**config.mk**
```make
export PLATFORM = sky130hd
export DESIGN_NAME = lss_fifo
export DESIGN_NICKNAME = d
export VERILOG_FILES = /design/src/rtl/lss_pkg.sv /design/src/rtl/lss_fifo.sv
export SDC_FILE = /design/constraint.sdc
export NUM_CORES = 1
export LEC_CHECK = 0
export ABC_AREA = 0
export BUFFER_PORTS_ARGS = -buffer_cell sky130_fd_sc_hd__buf_2
export CAP_MARGIN = 20
export CORE_MARGIN = 1.5
export CORE_UTILIZATION = 30
export DETAILED_ROUTE_END_ITERATION = 6
export GPL_TIMING_DRIVEN = 0
export PLACE_DENSITY = 0.53
export SLEW_MARGIN = 25
export SYNTH_ARGS = -nofsm -noshare
export SYNTH_HDL_FRONTEND = slang
export SYNTH_SLANG_ARGS = --single-unit
```
**constraint.sdc**
```tcl
create_clock -name i_clk -period 1.8 [get_ports i_clk]
set_input_delay 0.18 -clock i_clk [delete_from_list [all_inputs] [get_ports i_clk]]
set_output_delay 0.18 -clock i_clk [all_outputs]
set_load 0.05 [all_outputs]
```
**src/rtl/lss_pkg.sv**
```systemverilog
package lss_pkg;

    localparam int LANES       = 8;
    localparam int PATTERN_MAX = 32;
    localparam int WIN_LEN     = PATTERN_MAX - 1;
    localparam int PAT_BYTES   = 32;
    localparam int POS_W       = 32;
    localparam int LEN_W       = 6;
    localparam int EL_W        = $clog2(PATTERN_MAX + 1);
    localparam int CNT_W       = 4;
    localparam int LANE_W      = (LANES > 1) ? $clog2(LANES) : 1;
    localparam int BASE_W      = POS_W + 2;
    localparam int CFG_W       = 64;
    localparam int CFG_IDX_W   = 3;
    localparam int Q_DEPTH     = 4;
    localparam int Q_AW        = $clog2(Q_DEPTH);
    localparam int Q_CW        = $clog2(Q_DEPTH + 1);

    typedef enum logic [CFG_IDX_W-1:0] {
        CFG_PATTERN_LENGTH,
        CFG_PATTERN_WORD_0,
        CFG_PATTERN_WORD_1,
        CFG_PATTERN_WORD_2,
        CFG_PATTERN_WORD_3,
        CFG_START_OFFSET
    } t_cfg_index;

    typedef struct packed {
        logic [63:0]      data_bytes;
        logic [CNT_W-1:0] byte_count;
        logic             end_of_stream;
    } t_in;

    typedef struct packed {
        logic             match_found;
        logic [POS_W-1:0] match_start;
        logic             stream_end;
        logic             last_result;
    } t_out;

    typedef struct packed {
        logic [LANES-1:0]  hits;
        logic [BASE_W-1:0] base;
        logic              eos;
    } t_entry;

endpackage

```
**src/rtl/lss_fifo.sv**
```systemverilog
module lss_fifo (
    input  logic            i_clk,
    input  logic            i_rst_n,
    input  logic            i_push,
    input  lss_pkg::t_entry i_entry,
    output logic            o_full,
    output logic            o_empty,
    output lss_pkg::t_entry o_head,
    input  logic            i_pop
);
    import lss_pkg::*;

    t_entry          r_mem [Q_DEPTH];
    logic [Q_AW-1:0] r_wr_ptr;
    logic [Q_AW-1:0] r_rd_ptr;
    logic [Q_CW-1:0] r_count;

    assign o_full  = r_count == Q_CW'(Q_DEPTH);
    assign o_empty = r_count == '0;
    assign o_head  = r_mem[r_rd_ptr];

    always_ff @(posedge i_clk) begin
        if (!i_rst_n) begin
            r_wr_ptr <= '0;
            r_rd_ptr <= '0;
            r_count  <= '0;
        end else begin
            if (i_push) begin
                r_wr_ptr <= r_wr_ptr + Q_AW'(1);
            end
            if (i_pop) begin
                r_rd_ptr <= r_rd_ptr + Q_AW'(1);
            end
            if (i_push && !i_pop) begin
                r_count <= r_count + Q_CW'(1);
            end else if (!i_push && i_pop) begin
                r_count <= r_count - Q_CW'(1);
            end
        end
    end

    always_ff @(posedge i_clk) begin
        if (i_push) begin
            r_mem[r_wr_ptr] <= i_entry;
        end
    end

`ifndef SYNTHESIS
    a_no_push_when_full: assert property (@(posedge i_clk) disable iff (!i_rst_n)
        i_push |-> !o_full)
        else $error("Queue written while full.");

    a_no_pop_when_empty: assert property (@(posedge i_clk) disable iff (!i_rst_n)
        i_pop |-> !o_empty)
        else $error("Queue read while empty.");

    a_count_bound: assert property (@(posedge i_clk) disable iff (!i_rst_n)
        r_count <= Q_CW'(Q_DEPTH))
        else $error("Queue count exceeds its depth.");
`endif

endmodule

```
==> results.yml, run 1 <==
status:
  status: "finished, violations left"
  violations: "setup timing"
placement:
  dpl-instance-area_um2: 7520
  hpwl_um: 6960
  dp_slack_ps: -35.0
  io_buffers: 91
  place_congestion: 0.640
clock_network:
  cts_num_sinks: 181
  cts_made_buffers: 17
  clk_pin_slew_worst_paths_ps: 60
  insertion_delay_ps: 420
  h-tree-depth: 4
  tritoncts: "yes"
  cts_root_buffer: "clkbuf_16"
  clk_path_buf_depth: 2
final_layout:
  design_area_um2: 8890
  fin_util_pct: 40.6
  drive_gt1_share_pct: 41.5
  diodes: 0
  fin_nets: 480
  synthToLayoutAreaGrowth_pct: 32.6
sta:
  min_period_ps: 2010
  setup_viol: 43
  setup_ws_ps: -205
  rsz0062_at_grt: "yes"
  skew_ps: 9.05
  fmax_ghz: 0.499
  finalCritPeriodShare_pct: 111
  hold_violations: 0
  relSlewSlack_pct: 51.3
  slew_viol_final: 0
  whs_ps: 65.6
  worst_pin_slew_ps: 730
global_route:
  grt_first_pass_wirelength_um: 19300
  grt_usage_pct: 11.1
  grt_max_degree: 44
  grt_remaining_overflow: 0
  antenna_found_initial: 0
  grt_pass1_vias: 3474
yosys:
  synth_top_area_share_pct: 77.0
  yosysMostFrequentCell: "edfxtp_1"
  ys_types: 22
  ys_async_sr_fraction_pct: 0
  yosysSeqAreaShare_pct: 79.7
  synthCells: 268
  synth_area_leader_cell: "edfxtp_1"
  synth-seq-cells: 181
  synth.avg_cell_area_um2: 25.0
  yosys-top-cells-area: "edfxtp_1, mux4_2, dfxtp_1, buf_12, mux4_1"
  synth_edf_count: 172
  synth_area_um2: 6710
  synthFlopType: "edfxtp_1"
  synth_common_cells: "edfxtp_1, mux4_2, and2_1, dfxtp_1, ha_1"
  synth_nets: 321
  yosys_warnings: 0
floorplan:
  die_w_um: 153
  start_util_pct: 30.6
  core-area_um2: 21900
  ioPinCount: 92
  die_y_um: 153
  die_area_um2: 23300
  rows: 54
worst_setup_path:
  worstSetupPathType: "reg -> out"
  crit_slowest_cell: "mux4_2"
  cp_cell_sequence: "buf_12 -> buf_8 -> buf_16 -> mux4_2 -> buf_8"
  worstSetupStartpointType: "flop"
  cp.required_ps: 1620
  cpMostUsedCell: "buf_8"
  cp_max_fo: 8
  slowest_delay_ps: 510
  cp-end-kind: "output port"
  critPathArrivalTime_ps: 1830
routing:
  drt_iter0_markers: 110
  num_vias: 3131
  drt_wl_total_um: 12200
  vias_per_cell: 4.35
  drc: 0
  firstDrtPassIters: 4
  routedWlPerCell_um: 16.9
  drtAntennaViolNets: 0
power_and_ir_drop:
  power.total_mw: 10.1
  leakage_nw: 3.04
  ir_worst_vdd_mv: 0.596
  powerDensity_nw_per_um2: 1140
flow_run:
  cap_violations: 0
min_path:
  hold_path_class: "in -> reg"
==> registers in the layout, summed over array words and instances, names as in the netlist, named ones only <==
register and flops:
r_mem 172, r_count 3, r_rd_ptr 2, r_wr_ptr 2
==> power breakdown <==
part	internal, mW	switching, mW	leakage (nW)
Combinational	0.754	1.03	1.13
Clock	1.89	1.52	0.259
Sequential	4.83	0.0621	1.65
==> logic make-up (layout without fill, tap and decap cells) <==
| kind of cell | count (synthesis) | after routing | synth area share (%) |
|---|---|---|---|
| xor gates and xnor gates | 5 | 5 | 0.653 |
| DFF | 181 | 181 | 79.7 |
| AOI/OAI and AO/OA | 2 | 2 | 0.187 |
| buffers and inverters | 14 | 185 | 1.94 |
| and+or+nand+nor | 15 | 15 | 1.36 |
| adders and majority gates | 6 | 6 | 1.23 |
| muxes | 45 | 45 | 14.9 |
==> metal layers <==
metal	track usage (%)	up-vias	routed length, um
li1	-	1438	-
met3	3.70	7	472
met1	14.3	1627	5430
met2	17.8	59	6170
met4	3.30	0	102
met5	0	-	0
==> repair_timing <==
action,in CTS,in global routing
endpoints found under the hold margin,172,0
buffers inserted,5,2
gates cloned,2,0
setup endpoints to repair,43,43
hold buffers,43,0
resized for setup,104,3
==> stage by stage <==
stage               TNS (ps)  instances
detailed placement      -157        639
floorplan                  0        268
global route           -9000        719
finish                 -5640        719
global placement      -34130        639
CTS                    -8440        719
==> placed cells by master, fill, tap and decap left out <==
cell type,instances
clkinvlp_4,2
clkbuf_1,1
dfxtp_2,2
or3_1,1
mux2i_1,2
dlygate4sd3_1,43
clkinv_2,2
nor3_1,1
buf_4,6
bufinv_16,1
nor3b_1,1
buf_8,6
buf_16,1
edfxtp_1,172
nand2_1,1
mux4_1,1
xnor2_1,2
buf_12,6
and2_4,4
fa_1,1
a21boi_0,1
buf_6,40
o21ai_0,1
inv_6,2
dfxtp_1,7
clkbuf_16,17
mux4_2,42
ha_1,5
and2_1,5
buf_2,48
xor2_1,3
inv_1,4
clkinv_1,3
clkinv_4,3
nor2b_1,2
==> worst max-delay path: cells and delay by family, from the launching register on <==
kind / cells / cell delay [ps]
buffers and inverters: 4 / 560
flip-flops: 1 / 340
multiplexers: 1 / 510
==> final timing paths <==
path                            start                       end  slack [ps]  cells after the start
max                              flop                o_head[26]        -210                      5
min                           i_rst_n  r_rd_ptr[0]$_SDFFE_PN0P_          70                      2
max reg2reg  r_wr_ptr[0]$_SDFFE_PN0P_    r_mem[2][29]$_DFFE_PP_         180                      3
min reg2reg  r_wr_ptr[1]$_SDFFE_PN0P_  r_wr_ptr[1]$_SDFFE_PN0P_         570                      2
==> layout make-up <==
| class | count | area (um^2) |
|---|---|---|
| plain buffers | 8 | 110 |
| clock buffers | 18 | 429 |
| clock inverters | 13 | 110 |
| fillers | 1999 | 13000 |
| inverters | 4 | 15.0 |
| multi-input cells | 73 | 1230 |
| flip-flops and latches | 181 | 5350 |
| well taps | 280 | 350 |
| repair buffers | 142 | 1290 |
No activity file was read; power rests on OpenSTA's default activity.
==> run 2: changes to the inputs <==
--- a/config.mk
+++ b/config.mk
@@ -12,7 +12,7 @@
 export CORE_UTILIZATION = 30
 export DETAILED_ROUTE_END_ITERATION = 6
 export GPL_TIMING_DRIVEN = 0
-export PLACE_DENSITY = 0.53
+export PLACE_DENSITY = 0.47
 export SLEW_MARGIN = 25
 export SYNTH_ARGS = -nofsm -noshare
 export SYNTH_HDL_FRONTEND = slang
==> constraint.sdc (replaced) <==
create_clock -name i_clk -period 1.8 [get_ports i_clk]
set_input_delay 0.27 -clock i_clk [delete_from_list [all_inputs] [get_ports i_clk]]
set_output_delay 0.27 -clock i_clk [all_outputs]
set_load 0.05 [all_outputs]
==> results.yml, run 2 (synthesis gave the netlist of run 1 again) <==
placement:
  hpwl_um: 6930
  place_congestion: 0.668
  io_buffers: 91
  dp_slack_ps: -129
final_layout:
  seq_area_um2: 5350
  multiInputGateArea_um2: 1230
  layout_common_cells: "edfxtp_1, buf_2, mux4_2"
  largest_register_ffs: 172
  fill_cells: 2029
  layout_commonest_cell: "edfxtp_1"
  synthToLayoutAreaGrowth_pct: 26.3
  largestRegisters: "r_mem x172, r_count x3"
  drive_gt1_share_pct: 46.3
  fin_nets: 436
  regMostFlops: "r_mem"
worst_setup_path:
  cp-end-kind: "output port"
  worstSetupStartpointType: "flop"
  worstSetupPathType: "reg -> out"
  cp.required_ps: 1530
  cp_max_fo: 8
  critPathArrivalTime_ps: 1840
power_and_ir_drop:
  pwr-share-comb_pct: 16.9
  ir_worst_vdd_mv: 0.729
  p_switching_mw: 2.59
  cellInternalPower_mw: 7.55
  powerDensity_nw_per_um2: 1200
  seqPwrFrac_pct: 48.2
  leakage_nw: 2.86
  clock_power_share_pct: 34.8
  p_sw_share_pct: 25.6
global_route:
  grt_max_degree: 44
  grt_remaining_overflow: 0
  grt_usage_pct: 11.3
  grt_first_pass_wirelength_um: 19100
  antenna_found_initial: 0
  grt_pass1_vias: 3387
status:
  violations: "setup timing"
  status: "finished, violations left"
clock_network:
  cts_num_sinks: 181
  hold_buffers: 0
  insertion_delay_ps: 420
  cts_made_buffers: 17
  h-tree-depth: 4
  cts_root_buffer: "clkbuf_16"
  clk_pin_slew_worst_paths_ps: 60
  tritoncts: "yes"
  clk_path_buf_depth: 2
routing:
  drt_iter0_markers: 141
  firstDrtPassIters: 4
  vias_per_cell: 4.50
  drc: 0
  drtAntennaViolNets: 0
  routedWlPerCell_um: 18.4
  drt_wl_total_um: 12400
  num_vias: 3039
sta:
  whs_ps: 58.8
  skew_ps: 9.74
  slew_viol_final: 0
  finalCritPeriodShare_pct: 117
  setup_viol: 43
  relSlewSlack_pct: 51.1
  setup_ws_ps: -311
  min_period_ps: 2110
  rsz0062_at_grt: "yes"
  fmax_ghz: 0.474
  worst_pin_slew_ps: 734
  hold_violations: 0
floorplan:
  start_util_pct: 30.6
  rows: 54
  die_w_um: 153
  core-area_um2: 21900
  ioPinCount: 92
  die_y_um: 153
  die_area_um2: 23300
flow_run:
  cap_violations: 0
min_path:
  hold_path_class: "in -> reg"
[run 2: final timing paths]
path	startpoint	to	slack [ps]	cells after the start
max	flop	o_head[7]	-310	5
max reg2reg	r_wr_ptr[0]$_SDFFE_PN0P_	r_mem[2][21]$_DFFE_PP_	170	3
min	i_entry[19]	r_mem[2][19]$_DFFE_PP_	60	1
min reg2reg	r_count[2]$_SDFFE_PN0P_	r_count[2]$_SDFFE_PN0P_	520	2
[run 2: what timing repair did]
action,in CTS,in global routing
gates cloned,2,0
setup endpoints to repair,43,43
resized for setup,103,3
setup buffers,4,1
endpoints found under the hold margin,0,0
[run 2: routing by layer]
metal  track usage (%)  vias to the layer above  share of wire (%)
li1                  -                     1362                  -
met4              5.17                        0                2.2
met3              3.84                       19                5.4
met2              18.2                       72                 50
met5                 0                        -                  0
met1              13.8                     1586                 42
[run 2: cell type report]
cell class                 count  share of cell area, %
timing repair buffer          98                   10.1
inverter                       4                  0.177
clock buffer                  18                   5.07
sequential                   181                   63.1
buffer                         8                   1.30
tap                          280                   4.14
multi-input combinational     73                   14.5
clock inverter                13                   1.57
antenna                        1                 0.0295
[run 2: critical path, cell delays in order (launching register included)]
cell	delay, ps
dfxtp_2	340
buf_12	150
buf_8	120
buf_16	120
mux4_2	510
buf_8	170
[run 2: through the flow]
step / util [%] / cell area, um^2 / power, mW / cells / setup TNS (ps)
final: 38.7 / 8470 / 10.1 / 676 / -9920
after global routing: 38.7 / 8470 / 10.5 / 675 / -12800
after CTS: 38.7 / 8470 / 10.3 / 675 / -12230
after detailed placement: 34.4 / 7520 / 6.45 / 639 / -3170
after global placement: 34.3 / 7520 / 6.42 / 639 / -44180
after floorplan: - / 6710 / 6.05 / 268 / 0
[run 2: power groups by stage]
stage	registers, mW	logic [mW]	clock network [mW]
after global placement	4.97	1.45	0
after CTS	4.90	1.75	3.64
final	4.89	1.72	3.54
after global routing	4.91	1.81	3.81
after detailed placement	4.98	1.47	0
after floorplan	4.96	1.09	0
==> run 3: changes to the inputs <==
--- a/config.mk
+++ b/config.mk
@@ -9,10 +9,11 @@
 export BUFFER_PORTS_ARGS = -buffer_cell sky130_fd_sc_hd__buf_2
 export CAP_MARGIN = 20
 export CORE_MARGIN = 1.5
-export CORE_UTILIZATION = 30
+export CORE_UTILIZATION = 35
+export CTS_BUF_LIST = sky130_fd_sc_hd__clkbuf_16
 export DETAILED_ROUTE_END_ITERATION = 6
 export GPL_TIMING_DRIVEN = 0
-export PLACE_DENSITY = 0.47
+export PLACE_DENSITY = 0.53
 export SLEW_MARGIN = 25
 export SYNTH_ARGS = -nofsm -noshare
 export SYNTH_HDL_FRONTEND = slang
==> results.yml, run 3 (synthesis gave the netlist of run 1 again) <==
sta:
  setup_tns_ps: -9420
  setup_viol: 43
  finalCritPeriodShare_pct: 117
  rsz0062_at_grt: "yes"
  skew_ps: 7.29
  fmax_ghz: 0.476
  min_period_ps: 2100
  setup_ws_ps: -303
  relSlewSlack_pct: 52.1
  worst_pin_slew_ps: 718
  slew_viol_final: 0
  hold_violations: 0
worst_setup_path:
  crit-reg2reg-launch: "r_wr_ptr[0]$_SDFFE_PN0P_"
  slowest_delay_ps: 530
  cp_max_fo: 8
  worstSetupStartpointType: "flop"
  r2r_slack_ps: 180
  worstSetupPathType: "reg -> out"
  cp-end-kind: "output port"
  r2r-end: "r_mem[0][8]$_DFFE_PP_"
  critPathBufInv: 4
  crit_slowest_cell: "mux4_2"
  cp.required_ps: 1530
  path_delay_family: "buffers and inverters"
  cpMostUsedCell: "buf_12"
  r2r_cells: 3
  critPathArrivalTime_ps: 1830
  cp_cell_sequence: "buf_12 -> buf_12 -> buf_12 -> mux4_2 -> buf_6"
final_layout:
  regMostFlops: "r_mem"
  diodes: 0
  synthToLayoutAreaGrowth_pct: 25.9
  fin_util_pct: 45.0
  fin_nets: 437
  largest_register_ffs: 172
  layout_common_cells: "edfxtp_1, buf_2, mux4_2"
  drive_gt1_share_pct: 47.1
  largestRegisters: "r_mem x172, r_count x3"
  layout_commonest_cell: "edfxtp_1"
power_and_ir_drop:
  powerDensity_nw_per_um2: 1220
  leakage_nw: 2.88
  power.total_mw: 10.3
  ir_worst_vdd_mv: 0.734
floorplan:
  die_area_um2: 20000
  ioPinCount: 92
  start_util_pct: 35.7
  core-area_um2: 18800
  die_w_um: 141
  rows: 50
  die_y_um: 141
flow_run:
  cap_violations: 0
clock_network:
  tritoncts: "yes"
  hold_buffers: 0
  cts_root_buffer: "clkbuf_16"
  cts_made_buffers: 17
  h-tree-depth: 4
  cts_num_sinks: 181
  clk_path_buf_depth: 2
  insertion_delay_ps: 420
  clk_pin_slew_worst_paths_ps: 70
global_route:
  grt_pass1_vias: 3371
  antenna_found_initial: 1
  grt_first_pass_wirelength_um: 18600
  grt_max_degree: 44
  grt_usage_pct: 13.0
  grt_remaining_overflow: 0
routing:
  num_vias: 3035
  drtAntennaViolNets: 0
  drc: 0
  firstDrtPassIters: 4
  drt_wl_total_um: 12000
  routedWlPerCell_um: 19.0
  drt_iter0_markers: 193
  vias_per_cell: 4.81
status:
  status: "finished, violations left"
  violations: "setup timing"
placement:
  hpwl_um: 6830
  io_buffers: 91
  place_congestion: 0.646
min_path:
  hold-path-endpoint: "r_mem[0][27]$_DFFE_PP_"
  hold_path_class: "in -> reg"
  worstHoldPathCells: 1
  hp-start: "i_entry[27]"
==> run 3: changes by cell type in the layout (fill, tap and decap cells not counted), moves of 2 or more <==
cell      change
buf_12        +2
inv_6         +3
buf_16        -2
clkinv_4      -2
==> run 3: final cells by class <==
| class | count | area, um^2 |
|---|---|---|
| Buffer | 9 | 130 |
| Clock buffer | 17 | 425 |
| Clock inverter | 15 | 173 |
| Fill cell | 1631 | 10300 |
| Inverter | 4 | 15.0 |
| Multi-Input combinational cell | 73 | 1230 |
| Sequential cell | 181 | 5350 |
| Tap cell | 234 | 293 |
| Timing Repair Buffer | 98 | 828 |
==> run 3: worst max-delay path by stage <==
stage / start / to / slack (ps) / cells after the start
after floorplan: r_count[1]$_SDFFE_PN0P_ / o_full / 30 / 1
after global placement: r_wr_ptr[0]$_SDFFE_PN0P_ / r_mem[0][34]$_DFFE_PP_ / -220 / 3
after detailed placement: flop / o_head[0] / -80 / 4
after CTS: flop / o_head[4] / -340 / 5
after global routing: flop / o_head[0] / -370 / 5
final: flop / o_head[0] / -300 / 5
==> run 3: power by group <==
group          internal, mW  switching (mW)
Combinational         0.686            1.02
Clock                  2.19            1.54
Sequential             4.83          0.0618
Total                  7.71            2.62
==> run 3: what timing repair did <==
item                       4_1_cts  5_1_grt
gates cloned                     2        0
hold endpoints to repair         0        0
setup endpoints to repair       43       43
resized for setup              104        3
buffers inserted                 6        2
==> run 3: metal layers <==
layer	share of wire [%]	track usage, %	up-vias	wire (um)
met1	42	15.5	1598	5000
met2	52	21.7	69	6220
met5	0.058	0	-	7
met4	1.3	5.32	2	159
li1	-	-	1350	-
met3	5.2	4.69	16	625
==> run 3: through the flow <==
stage / std cells / setup slack, ps / instance area [um^2] / hold slack (ps)
final: 631 / -303 / 8440 / 57.6
after global routing: 631 / -368 / 8440 / 40.2
after CTS: 632 / -339 / 8480 / 35.5
after detailed placement: 593 / -77.1 / 7460 / 490
after global placement: 593 / -225 / 7460 / 480
after floorplan: 268 / 28.2 / 6710 / 369
