`src/rtl/lss_pkg.sv`:
```
package lss_pkg;

    localparam int LANES       = 8;
    localparam int PATTERN_MAX = 32;
    localparam int WIN_LEN     = PATTERN_MAX - 1;
    localparam int PAT_BYTES   = 32;
    localparam int POS_W       = 32;
    localparam int LEN_W       = 6;
    localparam int EL_W        = $clog2(PATTERN_MAX + 1);
    localparam int CNT_W       = 4;
    localparam int LANE_W      = (LANES > 1) ? $clog2(LANES) : 1;
    localparam int BASE_W      = POS_W + 2;
    localparam int CFG_W       = 64;
    localparam int CFG_IDX_W   = 3;
    localparam int Q_DEPTH     = 4;
    localparam int Q_AW        = $clog2(Q_DEPTH);
    localparam int Q_CW        = $clog2(Q_DEPTH + 1);

    typedef enum logic [CFG_IDX_W-1:0] {
        CFG_PATTERN_LENGTH,
        CFG_PATTERN_WORD_0,
        CFG_PATTERN_WORD_1,
        CFG_PATTERN_WORD_2,
        CFG_PATTERN_WORD_3,
        CFG_START_OFFSET
    } t_cfg_index;

    typedef struct packed {
        logic [63:0]      data_bytes;
        logic [CNT_W-1:0] byte_count;
        logic             end_of_stream;
    } t_in;

    typedef struct packed {
        logic             match_found;
        logic [POS_W-1:0] match_start;
        logic             stream_end;
        logic             last_result;
    } t_out;

    typedef struct packed {
        logic [LANES-1:0]  hits;
        logic [BASE_W-1:0] base;
        logic              eos;
    } t_entry;

endpackage

```
`src/rtl/lss_back.sv`:
```
module lss_back (
    input  logic            i_clk,
    input  logic            i_rst_n,
    input  logic            i_empty,
    input  lss_pkg::t_entry i_head,
    output logic            o_pop,
    output logic            o_out_valid,
    input  logic            i_out_stall,
    output lss_pkg::t_out   o_out_data
);
    import lss_pkg::*;

    logic             r_out_valid;
    t_out             r_out;
    logic [LANES-1:0] r_done;

    logic [LANES-1:0]  rem;
    logic [LANES-1:0]  lowest;
    logic [LANE_W-1:0] lane_idx;
    logic              rest_zero;
    logic              emit;
    logic [BASE_W-1:0] start_sum;
    t_out              n_out;

    assign rem       = i_head.hits & ~r_done;
    assign lowest    = rem & (~rem + LANES'(1));
    assign rest_zero = (rem & ~lowest) == '0;

    always_comb begin
        lane_idx = '0;
        for (int j = 0; j < LANES; j++) begin
            if (lowest[j]) begin
                lane_idx = lane_idx | LANE_W'(j);
            end
        end
    end

    assign emit      = !i_empty && (!r_out_valid || !i_out_stall);
    assign o_pop     = emit && rest_zero;
    assign start_sum = i_head.base + BASE_W'(lane_idx);

    always_comb begin
        n_out.match_found = |rem;
        if (!(|rem)) begin
            n_out.match_start = '0;
        end else if (start_sum[BASE_W-1:POS_W] != '0) begin
            n_out.match_start = '1;
        end else begin
            n_out.match_start = start_sum[POS_W-1:0];
        end
        n_out.stream_end  = i_head.eos && rest_zero;
        n_out.last_result = rest_zero;
    end

    always_ff @(posedge i_clk) begin
        if (!i_rst_n) begin
            r_out_valid <= 1'b0;
            r_done      <= '0;
        end else begin
            if (emit) begin
                r_out_valid <= 1'b1;
            end else if (!i_out_stall) begin
                r_out_valid <= 1'b0;
            end
            if (o_pop) begin
                r_done <= '0;
            end else if (emit) begin
                r_done <= r_done | lowest;
            end
        end
    end

    always_ff @(posedge i_clk) begin
        if (emit) begin
            r_out <= n_out;
        end
    end

    assign o_out_valid = r_out_valid;
    assign o_out_data  = r_out;

`ifndef SYNTHESIS
    a_no_match_closes: assert property (@(posedge i_clk) disable iff (!i_rst_n)
        o_out_valid && !o_out_data.match_found |->
            o_out_data.stream_end && o_out_data.last_result)
        else $error("Result without a match does not close the stream.");

    a_pop_gives_last: assert property (@(posedge i_clk) disable iff (!i_rst_n)
        o_pop |=> o_out_valid && o_out_data.last_result)
        else $error("Finished entry did not leave a last result.");

    a_partial_marks_done: assert property (@(posedge i_clk) disable iff (!i_rst_n)
        emit && !o_pop |=> r_done != '0)
        else $error("Partly delivered entry lost its progress.");
`endif

endmodule

```
`config.mk`:
```
export PLATFORM = sky130hd
export DESIGN_NAME = lss_back
export DESIGN_NICKNAME = d
export VERILOG_FILES = /design/src/rtl/lss_pkg.sv /design/src/rtl/lss_back.sv
export SDC_FILE = /design/constraint.sdc
export NUM_CORES = 1
export LEC_CHECK = 0
export BUFFER_PORTS_ARGS = -buffer_cell sky130_fd_sc_hd__buf_2
export CORE_UTILIZATION = 55
export DETAILED_ROUTE_END_ITERATION = 7
export PLACE_DENSITY = 0.92
export SETUP_SLACK_MARGIN = 0.2
export SYNTH_ARGS = -nofsm -noshare
export SYNTH_HDL_FRONTEND = slang
export SYNTH_SLANG_ARGS = --single-unit
```
`constraint.sdc`:
```
create_clock -name i_clk -period 7.2 [get_ports i_clk]
set_input_delay 0.36 -clock i_clk [delete_from_list [all_inputs] [get_ports i_clk]]
set_output_delay 0.36 -clock i_clk [all_outputs]
set_load 0.02 [all_outputs]
```
==> summary by stage, run 1 <==
Status
The flow ran to the end, but the final reports show violations. The checks that failed: DRC.

Die
The number of top-level pins is 84. The die is 70.5 um tall. Measured along the x axis, the die boundary spans 70.5 um. The floorplan step defined a die boundary enclosing 0.00497 sq mm. The initial cell density of the core is 58.1%. The cell row count is 24.

The core outline area is 0.00444 sq mm.

Finish
The number of nets at the end of the flow is 372. The count of fill cells added during filler insertion is 352. The repair_antennas step left the layout with diodes totalling 0. In the final layout, the share of cells above drive strength 1 is 39.1%.

For this run, the number of standard cells in the final layout without fillers is 374. The layout overhead on the synthesized area is 19.6%.

Yosys
The mean instance size in the synthesized netlist is 10.8 sq um. Of the total synthesized cell area, the portion taken by XOR and XNOR cells is 10.2%. The flip-flop and latch count after synthesis is 44. The synthesis warning total is 0. The post-synthesis instance total is 240.

The main combinational cell family by area after synthesis is compound AO/OA/AOI/OAI gates. The synthesized netlist occupies a cell area of 0.00258 sq mm. The share of synthesized cell area in and, or, nand and nor gates is 17.9%. In the synthesized netlist, the cells that appear most often are sky130_fd_sc_hd__edfxtp_1 (35), sky130_fd_sc_hd__a21oi_2 (30), sky130_fd_sc_hd__xor2_1 (20). The share of the synthesized area in compound gates (AO/OA/AOI/OAI) is 17.9%. The most area-hungry cell type in the Yosys netlist is sky130_fd_sc_hd__edfxtp_1. The share of flip-flops with an asynchronous set or reset is 0%. The fraction of post-synthesis cell area in the top cell type by area is 40.7%. The number of nets in the synthesized netlist is 291. The multiplexer area fraction after synthesis is 0%. Yosys attributes the largest share of cell area to sky130_fd_sc_hd__edfxtp_1 (41%), sky130_fd_sc_hd__a21oi_2 (10%), sky130_fd_sc_hd__dfxtp_1 (7.0%). The synthesized design contains 35 enable-type register cells.

For this run, the leading register cell type out of synthesis is sky130_fd_sc_hd__edfxtp_1. sky130_fd_sc_hd__edfxtp_1 is the most common cell in the netlist. The synthesized-area fraction occupied by adder cells is 2.62%. Of the synthesized area, sequential elements account for 47.7%. The unique cell type count in the Yosys netlist is 40.

CTS
At the later pin of the worst-skew pair, clock insertion delay measures 0.30 ns. The number of setup buffers added after CTS is 0. The library cell used as clock root buffer is sky130_fd_sc_hd__clkbuf_8. Clock-pin slew was measured on the worst setup and hold paths at 0.08 ns. TritonCTS built the clock tree.

The H-tree generated during clock tree synthesis spans 2 levels. The CTS sink count is 44. The number of cells upsized or downsized after cts is 0.

The number of hold buffers added after CTS was 0. The maximum buffer depth of the clock tree is 2. The number of CTS-inserted buffers is 5.

Global route
The number of antenna violations at the first check in global routing is 0. The maximum number of pins on one net before global-route repair is 34. Global routing used 23.0% of the available tracks across all layers. The number of global-route vias before repair is 2015.

The first global-routing pass estimated 8.95 mm of wire. For this run the aggregate overflow at the end of global routing stands at 0.

Timing
The count of endpoints failing hold in the final timing report is 0. The hold slack is 0.256 ns. Setup total negative slack on the finished layout was measured at 0 ns. For the final database, setup skew stands at 0.00779 ns. Setup repair after global routing left no endpoint under its margin. The maximum operating frequency is 255 MHz. The number of setup violations in the final report is 0. After layout, the worst setup slack is 3.27 ns. The number of pins exceeding their max-slew limit in the final report was 0.

The worst-margin pin slew is 1.09 ns. After layout, the minimum clock period comes to 3.93 ns. Dividing the final minimum period by the clock period gives 54.5%. The worst pin sits at a relative slew slack of 27.1%.

Worst setup path
The cell depth of the worst setup path is 13. The cell at the slowest stage of the critical path is sky130_fd_sc_hd__a31o_4. The reg-to-reg setup timing slack is 3.27 ns. The total buffers and inverters traversed by the critical path is 1. Traced cell by cell, the critical path runs through nand2b_1 > nand4_1 > nor2_1 > and2_1 > a22o_1 > inv_1 > fa_1 > nand2b_1 > a211oi_2 > and2_1 > and3_1 > a31o_4 > a21oi_1. The worst register-to-register path has a depth of 13.

The critical path launch point is r_done[0]. For this run, the slowest stage of the critical path takes 0.52 ns. Of all nets on the critical path, the largest fanout is 32. The worst setup path is launched from a flip-flop. Following the worst setup path forward leads to its endpoint at o_out_data[3]. For the worst setup path, the data arrival time is 3.92 ns.

STA classifies the critical path endpoint as a flip-flop. The required time of the critical path is 7.20 ns. The worst register-to-register path ends at o_out_data[3]. The source of the worst register-to-register timing path is r_done[0].

The type of the worst setup path is reg2reg. The cell family contributing the most delay on the critical path is simple AND/OR/NAND/NOR gates.

Detailed routing
Once detail routing completed, the nets flagged for antenna violations numbered 0. In the final routed layout, each cell accounts on average for 14.7 um. The first detailed-routing pass ran for 7 iterations. The overall via count from detail_route is 2077. The number of violations reported at the end of detailed-routing iteration 0 is 130. The DRC violation count after routing is 12.

Summed over all layers, the routed wires come to 5.49 mm. The number of vias per cell after detailed routing is 5.55.

Place
The number of placed instances with taps included is 366. Once detailed placement completed, the half-perimeter wirelength came to 4.07 mm. The count of input and output buffers is 83. Prior to clock tree synthesis, the placed netlist has a worst setup slack of 3.23 ns. The placer congestion estimate is 0.946.

Power and ir drop
The internal power component is 0.000391 W. Combinational logic burns 18.2% of the power. The share of power burned in the clock network is 28.0%.

Summed over all cells, the static leakage comes to 1.11 nW. The power per cell area is 174 mW/mm^2. The worst supply voltage drop on vdd is 0.0000994 V.

Net switching is 27.3% of the power. In this run, flip-flops and latches consume 53.8% of the power. The switching power of the nets is 0.000147 W. The completed layout was analyzed and its total power is 0.000538 W.

Run
The number of max-cap violations is 0.

Worst hold path
The class of the tightest hold or removal check is in2reg. The startpoint identified for the worst hold timing path is i_empty.
==> area by class of cell <==
class,instances,area [sq um],share of cell area (%)
Clock buffer,7,76.3,2.47
Sequential cell,44,1230,39.9
Timing Repair Buffer,84,423,13.7
Clock inverter,1,3.75,0.122
Multi-Input combinational cell,179,1260,40.9
Inverter,7,26.3,0.851
Tap cell,52,65.1,2.11
==> worst min-delay path by stage <==
stage | slack, ns | cells past startpoint | end
2_1_floorplan | 0.43 | 2 | r_done[1]
3_3_place_gp | 0.44 | 2 | r_done[1]
3_5_place_dp | 0.46 | 2 | r_done[2]
4_1_cts | 0.25 | 2 | o_out_valid
5_1_grt | 0.27 | 2 | o_out_valid
6_report | 0.26 | 2 | o_out_valid
==> layout by cell type (no fill, tap or decap), types with 2 or more instances in the layout <==
cell type | synthesis | routed
sky130_fd_sc_hd__buf_2 | 4 | 83
sky130_fd_sc_hd__edfxtp_1 | 35 | 35
sky130_fd_sc_hd__a21oi_2 | 30 | 30
sky130_fd_sc_hd__xor2_1 | 20 | 20
sky130_fd_sc_hd__nor2_1 | 18 | 18
sky130_fd_sc_hd__nand2_1 | 17 | 17
sky130_fd_sc_hd__nand2b_1 | 12 | 12
sky130_fd_sc_hd__xnor2_1 | 10 | 10
sky130_fd_sc_hd__a21oi_1 | 9 | 9
sky130_fd_sc_hd__nand3_1 | 9 | 9
sky130_fd_sc_hd__dfxtp_1 | 9 | 9
sky130_fd_sc_hd__and3_1 | 8 | 8
sky130_fd_sc_hd__nand4_1 | 7 | 7
sky130_fd_sc_hd__inv_1 | 6 | 6
sky130_fd_sc_hd__and2_1 | 6 | 6
sky130_fd_sc_hd__a31oi_1 | 6 | 6
sky130_fd_sc_hd__clkbuf_8 | 0 | 5
sky130_fd_sc_hd__ha_1 | 3 | 3
sky130_fd_sc_hd__clkinv_1 | 1 | 2
sky130_fd_sc_hd__nor2b_1 | 3 | 2
sky130_fd_sc_hd__a22oi_1 | 2 | 2
sky130_fd_sc_hd__nor3_1 | 2 | 2
sky130_fd_sc_hd__and4_1 | 2 | 2
sky130_fd_sc_hd__or2_2 | 2 | 2
sky130_fd_sc_hd__clkbuf_1 | 1 | 2
==> cells by family (layout without fill, tap and decap cells) <==
kind of cell,count (synthesis),count (layout)
buf+inv,17,99
simple gates,87,87
compound gates,57,57
flops,44,44
xor+xnor,30,30
fa+ha+maj,5,5
==> power by group through the flow <==
stage | sequential [W] | clock, W | combinational (W)
2_1_floorplan | 0.000307 | 0 | 0.0000491
3_3_place_gp | 0.000295 | 0 | 0.0000941
3_5_place_dp | 0.000295 | 0 | 0.0000973
4_1_cts | 0.000289 | 0.000150 | 0.0000978
5_1_grt | 0.000290 | 0.000161 | 0.000106
6_report | 0.000289 | 0.000151 | 0.0000980
==> metal layers <==
layer  up-vias  part of all wire, %  GRT usage [%]
li1       1022                    -              -
met1       978                   41           27.4
met2        69                   53           41.5
met3         8                  5.4           4.62
met4         0                  1.4           7.48
met5         -                    0              0
==> through the flow <==
stage	utilization, %	cell area [sq um]
final	69.5	3090
after global routing	69.5	3090
after CTS	69.5	3090
after detailed placement	67.7	3010
after global placement	67.7	3010
after floorplan	-	2580
==> flip-flops by register name, indices dropped and copies added (netlist names) <==
signal,flops
o_out_valid,1
o_out_data,35
r_done,8
Note: power is estimated with default switching activity, not from simulation.
==> inputs of run 2 (changes only) <==
- CORE_UTILIZATION: 55 -> 46
- PLACE_DENSITY: 0.92 -> 0.82
- clock period: 7.2 -> 3.2 ns (I/O delays scaled with it)
==> summary by stage, run 2 (synthesis gave the netlist of run 1 again) <==
Status
The run finished with clean final reports.

Place
The placer congestion estimate is 0.813. The placed instance area is 0.00315 sq mm. Detailed placement finished with a half-perimeter wire length of 4.14 mm. The worst setup timing slack at the placement stage is 0.0604 ns.

The count of buffers added on input and output ports is 83.

Timing
Setup repair after global routing could not meet its margin everywhere. The maximum operating frequency is 335 MHz. The count of endpoints failing hold in the final timing report is 0.

Across the routed clock network, the largest skew measured is 0.00663 ns. Measured against its own limit, the worst slew margin works out to 35.6%. Setup slack closes at 0.215 ns.

The number of pins exceeding their max-slew limit in the final report is 0. The hold slack is 0.0483 ns. At the pin with the least slew margin, the transition time is 0.958 ns. Setup violations remaining at the end of the flow were counted as 0. For the final routed database, the setup TNS stands at 0 ns. The shortest period the worst path allows is 2.99 ns. Of the available clock period, the critical path in the final layout requires 93.3%.

Power and ir drop
The internal power component is 0.000978 W. In this run the power density over the cells is 389 mW/mm^2. Combinational cells account for 18.7% of the total power. The sequential cell fraction of total power is 49.5%. Net switching is 25.7% of the power. The clock network accounts for 31.8% of the total power. The analysis attributes to cell leakage a power of 1.24 nW. In this run the power spent charging and discharging nets is 0.000338 W. VDD sags by at most 0.000205 V.

Global route
In the global route stage, overall resource usage came out at 19.3%. The number of antenna violations at the first check in global routing is 0. Global routing finished with a remaining overflow of 0. The number of global-route vias before repair is 2002. The maximum number of pins on one net before global-route repair is 43. The global-route wire length before repair is 8.96 mm.

Finish
The net count of the finished layout is 387. The repair_antennas step left the layout with diodes totalling 0. Cells fill 64.3% of the core in the end. The finished cells cover 0.00339 sq mm. Cells with a size suffix above 1 make up 47.8% of the layout. The most common cell after layout, fill and taps aside is sky130_fd_sc_hd__buf_2. The register with the most flip-flops in the layout has 35 of them. Compared with the post-synthesis result, the final layout area differs by 31.2%.

In the layout the commonest cells are sky130_fd_sc_hd__buf_2 (83), sky130_fd_sc_hd__edfxtp_1 (35), sky130_fd_sc_hd__a21oi_2 (30).

CTS
The library cell used as clock root buffer is sky130_fd_sc_hd__clkbuf_8. The clock latency on the worst-skew pair is 0.29 ns. The depth of the CTS H-tree is 2. No sink is reached through more buffers than the 2 on the longest clock path.

After clock tree synthesis, the clock-pin slew on the worst setup and hold paths is 0.08 ns. Clock tree synthesis found a total of 44 sinks. TritonCTS created 5 clock buffers. The number of buffers added to fix hold violations after cts is 0. The TritonCTS clock tree is done.

Worst setup path
The worst register-to-register path has a depth of 13. STA classifies the critical path startpoint as a flip-flop. STA classifies the critical path endpoint as a flip-flop.

STA puts the critical path data arrival time at 3.03 ns. The required time of the critical path is 3.25 ns. Along the worst path, the maximum fanout reaches 9. The source of the worst register-to-register timing path is r_done[0]. The type of the worst setup path is reg2reg. The end of the worst register-to-register path is o_out_data[3]. Across all register-to-register paths, the minimum setup slack is 0.21 ns.

Worst hold path
The path with the worst hold slack has its endpoint at o_out_valid. Counting instances, the worst hold path has a depth of 2. The startpoint identified for the worst hold timing path is i_empty. The tightest min-delay check is of the in2reg type.

Detailed routing
Once detail routing completed, the nets flagged for antenna violations numbered 0. For this block, the routed nets add up to 5.70 mm of wire. The overall via count from detail_route is 2168. Using the TritonRoute via totals, the vias-per-cell ratio works out to 5.33.

The count of TritonRoute iterations in the first routing pass is 4. The average wire per standard cell is 14.0 um. In this run, the number of DRC markers left after iteration 0 of detailed routing was 94. After detailed routing, the number of remaining DRC violations is 0.

Die
The horizontal die dimension is 76.9 um. The y dimension of the die is 76.9 um. The cell row count is 26. The die footprint is 0.00592 sq mm. The initial cell density of the core is 49.0%.

The core region is 0.00527 sq mm. For this design the top-level I/O count stands at 84.

Run
Max-cap violations in this run came to 0.
-- run 2: per-stage QoR --
| step | power [W] | std cells |
|---|---|---|
| 2_1_floorplan | 0.000811 | 240 |
| 3_3_place_gp | 0.000890 | 391 |
| 3_5_place_dp | 0.000896 | 391 |
| 4_1_cts | 0.00132 | 400 |
| 5_1_grt | 0.00137 | 407 |
| 6_report | 0.00132 | 407 |
-- run 2: worst max-delay path, cell delays in order, from the launching register on --
cell and delay, ns:
sky130_fd_sc_hd__dfxtp_2 0.33, sky130_fd_sc_hd__nand2b_4 0.15, sky130_fd_sc_hd__nand4_1 0.15, sky130_fd_sc_hd__nor2_2 0.07
sky130_fd_sc_hd__and2_4 0.17, sky130_fd_sc_hd__a22o_1 0.25, sky130_fd_sc_hd__ha_1 0.27, sky130_fd_sc_hd__nand3_1 0.13
sky130_fd_sc_hd__a211oi_4 0.32, sky130_fd_sc_hd__and2_1 0.23, sky130_fd_sc_hd__xnor2_1 0.16, sky130_fd_sc_hd__a31o_4 0.26
sky130_fd_sc_hd__buf_8 0.15, sky130_fd_sc_hd__a21oi_1 0.07
-- run 2: repair_timing --
item / CTS / global route
setup buffers: 1 / 6
gates resized for setup: 2 / 14
setup endpoints to repair: 32 / 32
gates cloned: 0 / 1
pin swaps: 1 / 4
-- run 2: cell type report --
type	instances	area, sq um
clock buffer	6	72.6
clock inverter	2	35.0
fill	457	1880
inverter	7	26.3
multi-input combinational	179	1330
sequential	44	1240
tap	70	87.6
timing repair buffer	99	598
-- run 2: power by group through the flow --
| stage | Combinational (W) | Sequential, W | Clock [W] |
|---|---|---|---|
| 2_1_floorplan | 0.000119 | 0.000692 | 0 |
| 3_3_place_gp | 0.000227 | 0.000664 | 0 |
| 3_5_place_dp | 0.000232 | 0.000664 | 0 |
| 4_1_cts | 0.000234 | 0.000651 | 0.000431 |
| 5_1_grt | 0.000267 | 0.000655 | 0.000444 |
| 6_report | 0.000246 | 0.000652 | 0.000418 |
-- run 2: worst max-delay path by stage --
stage / start / depth (start not counted) / end / slack (ns)
2_1_floorplan: r_done[0] / 15 / o_out_data[10] / 0.21
3_3_place_gp: r_done[3] / 14 / o_out_data[26] / 0.18
3_5_place_dp: r_done[3] / 14 / o_out_data[29] / 0.06
4_1_cts: r_done[3] / 14 / o_out_data[3] / 0.21
5_1_grt: r_done[0] / 13 / o_out_data[2] / 0.04
6_report: r_done[0] / 13 / o_out_data[3] / 0.21
-- run 2: metal layers --
layer	global-route usage (%)	share of wire, %
met4	7.69	1.8
met5	0	0
met2	31.8	50
met3	4.29	5.7
met1	24.4	42
==> inputs of run 3 (changes only) <==
- CELL_PAD_IN_SITES_DETAIL_PLACEMENT: default -> 1
- CELL_PAD_IN_SITES_GLOBAL_PLACEMENT: default -> 1
- CORE_UTILIZATION: 46 -> 35
- RECOVER_POWER: default -> 25
==> summary by stage, run 3 (synthesis gave the netlist of run 1 again) <==
Die
The horizontal die dimension is 87.9 um. The floorplan step set the die height to 87.9 um. The number of top-level pins is 84. The initial cell density of the core is 37.2%. The die footprint is 0.00773 sq mm. The core outline area is 0.00694 sq mm.

The initialized floorplan defines 30 standard-cell rows.

Finish
Leaving out fill and tap cells, the most frequent cells in the layout are sky130_fd_sc_hd__buf_2 (55), sky130_fd_sc_hd__edfxtp_1 (35), sky130_fd_sc_hd__a21oi_2 (30). The flip-flop count of the largest register, all copies and words added is 35. The number of diodes added for antenna fixing is 0. The count of fill cells added during filler insertion is 811.

The layout overhead on the synthesized area is 32.4%. The sequential cells in the finished layout cover a total of 0.00123 sq mm. Summing all non-filler instances in the final layout gives an area of 0.00342 sq mm. The number of nets at the end of the flow is 391. In the final layout, the multi-input gates occupy 0.00136 sq mm. The fraction of layout cells with a size suffix above 1 is 41.3%.

The most common cell after layout, fill and taps aside is sky130_fd_sc_hd__buf_2.

Detailed routing
The final routed wirelength across all metal layers is 7.14 mm. After detailed routing, the number of remaining DRC violations is 0. The first detailed-routing pass took 4 iterations. The number of violations reported at the end of detailed-routing iteration 0 is 68. Using the TritonRoute via totals, the vias-per-cell ratio works out to 5.02. The average wire per standard cell is 16.3 um.

In this run the remaining antenna-violating nets after routing total 0. The overall via count from detail_route is 2192.

Timing
Derived from the worst setup path, the maximum achievable clock frequency is 329 MHz. The number of pins exceeding their max-slew limit in the final report was 0. The worst slew margin relative to its limit is 68.2%.

At the pin with the least slew margin, the transition time is 0.473 ns. After routing, the total negative slack on setup checks comes to 0 ns. The count of endpoints failing hold in the final timing report came to 0. The clock period could shrink to 3.04 ns. The ratio of final minimum period to clock period is 95.0%. Setup violations remaining at the end of the flow were counted as 0.

Setup repair after global routing could not meet its margin everywhere. On the final layout, the worst clock skew is 0.00340 ns.

Place
In this run the cell area measured after placement is 0.00319 sq mm. Routability-driven placement finished with a final weighted congestion of 0.810. Detailed placement ended at an HPWL of 5.25 mm. Input and output buffers added on the ports amount to 83.

CTS
The depth of the CTS H-tree is 2. Clock-pin slew was measured on the worst setup and hold paths at 0.08 ns. Counting along the longest clock path gives a buffer depth of 2.

The tree is rooted in a sky130_fd_sc_hd__clkbuf_8. The TritonCTS clock tree is done. The CTS sink count is 44. Clock tree synthesis inserted a total of 5 buffers. For the worst-skew pair, the clock arrives at the later sink with an insertion delay of 0.30 ns. In this run, post-CTS hold repair placed 0 buffers.

Status
The run finished with clean final reports.

Worst setup path
The data arrival time at the worst-slack endpoint is 3.09 ns. STA classifies the critical path endpoint as a flip-flop. Data on the critical path is required at its endpoint by 3.25 ns. Of all nets on the critical path, the largest fanout is 8. The critical path startpoint category is a flip-flop. The critical path in this run is classified as reg2reg.

Worst hold path
The worst hold path belongs to the class in2reg.

Global route
The number of global-route vias before repair is 2242. For this run the aggregate overflow at the end of global routing stands at 0. The number of antenna violations at the first check in global routing was 0. The maximum number of pins on one net before global-route repair is 35. Global routing consumed, over all layers together, 18.3% of the routing resources. The global-route wire length before repair is 10.7 mm.

Power and ir drop
The power per cell area is 366 mW/mm^2. VDD sags by at most 0.000141 V. The leakage power summed over all cells is 1.20 nW.

Run
Across the run, the number of max-cap violations was 0.
run 3: area by class of cell:
cell class | count | share of cell area, %
multi-input cells | 179 | 39.8
inverters | 7 | 0.769
flip-flops and latches | 44 | 36.1
repair buffers | 103 | 17.4
well taps | 96 | 3.51
clock inverters | 3 | 0.403
clock buffers | 5 | 2.01
run 3: worst max-delay path, stage by stage (launching register included):
cell and delay (ns):
sky130_fd_sc_hd__dfxtp_1 0.36, sky130_fd_sc_hd__nand2b_4 0.14, sky130_fd_sc_hd__nand4_1 0.12, sky130_fd_sc_hd__nor2_2 0.16
sky130_fd_sc_hd__and2_4 0.15, sky130_fd_sc_hd__a22o_1 0.16, sky130_fd_sc_hd__inv_1 0.06, sky130_fd_sc_hd__fa_2 0.35
sky130_fd_sc_hd__nand2b_4 0.17, sky130_fd_sc_hd__a211oi_4 0.25, sky130_fd_sc_hd__and2_4 0.18, sky130_fd_sc_hd__and3_4 0.17
sky130_fd_sc_hd__a31o_4 0.25, sky130_fd_sc_hd__clkbuf_16 0.20, sky130_fd_sc_hd__a21oi_2 0.05
run 3: final timing paths:
path	start	end	slack [ns]	cells after the start
worst max-delay path	r_done[3]	o_out_data[20]	0.16	14
worst min register to register	r_done[2]	r_done[2]	0.48	2
worst min-delay path	i_empty	o_out_valid	0.06	2
worst max register to register	r_done[3]	o_out_data[20]	0.16	14
run 3: what timing repair did:
item	CTS	global route
pin swaps	3	8
hold endpoints to repair	0	0
gates cloned	0	2
endpoints found under the setup margin	27	32
buffers inserted	4	6
gates resized for setup	4	15
run 3: layer usage:
metal / GRT usage [%] / vias to the layer above / part of all wire [%]
met3: 3.86 / 9 / 4.6
met1: 21.1 / 1064 / 40
met2: 33.1 / 62 / 53
met5: 0 / - / 0
li1: - / 1057 / -
met4: 6.71 / 0 / 1.6
run 3: where the power goes:
part           total (W)  switching (W)  internal, W
Combinational   0.000257       0.000152     0.000105
Clock           0.000343       0.000194     0.000149
Sequential      0.000653     0.00000828     0.000645
Total            0.00125       0.000354     0.000898
run 3: metrics by stage:
| step | cells | util, % | total power [W] | hold WS (ns) | setup slack [ns] |
|---|---|---|---|---|---|
| after floorplan | 240 | - | 0.000811 | 0.266 | 0.207 |
| after global placement | 417 | 45.9 | 0.000897 | 0.360 | 0.228 |
| after detailed placement | 417 | 45.9 | 0.000906 | 0.378 | 0.0592 |
| after CTS | 429 | 47.7 | 0.00125 | 0.0479 | 0.183 |
| after global routing | 437 | 49.2 | 0.00131 | 0.0536 | 0.0366 |
| final | 437 | 49.2 | 0.00125 | 0.0553 | 0.160 |
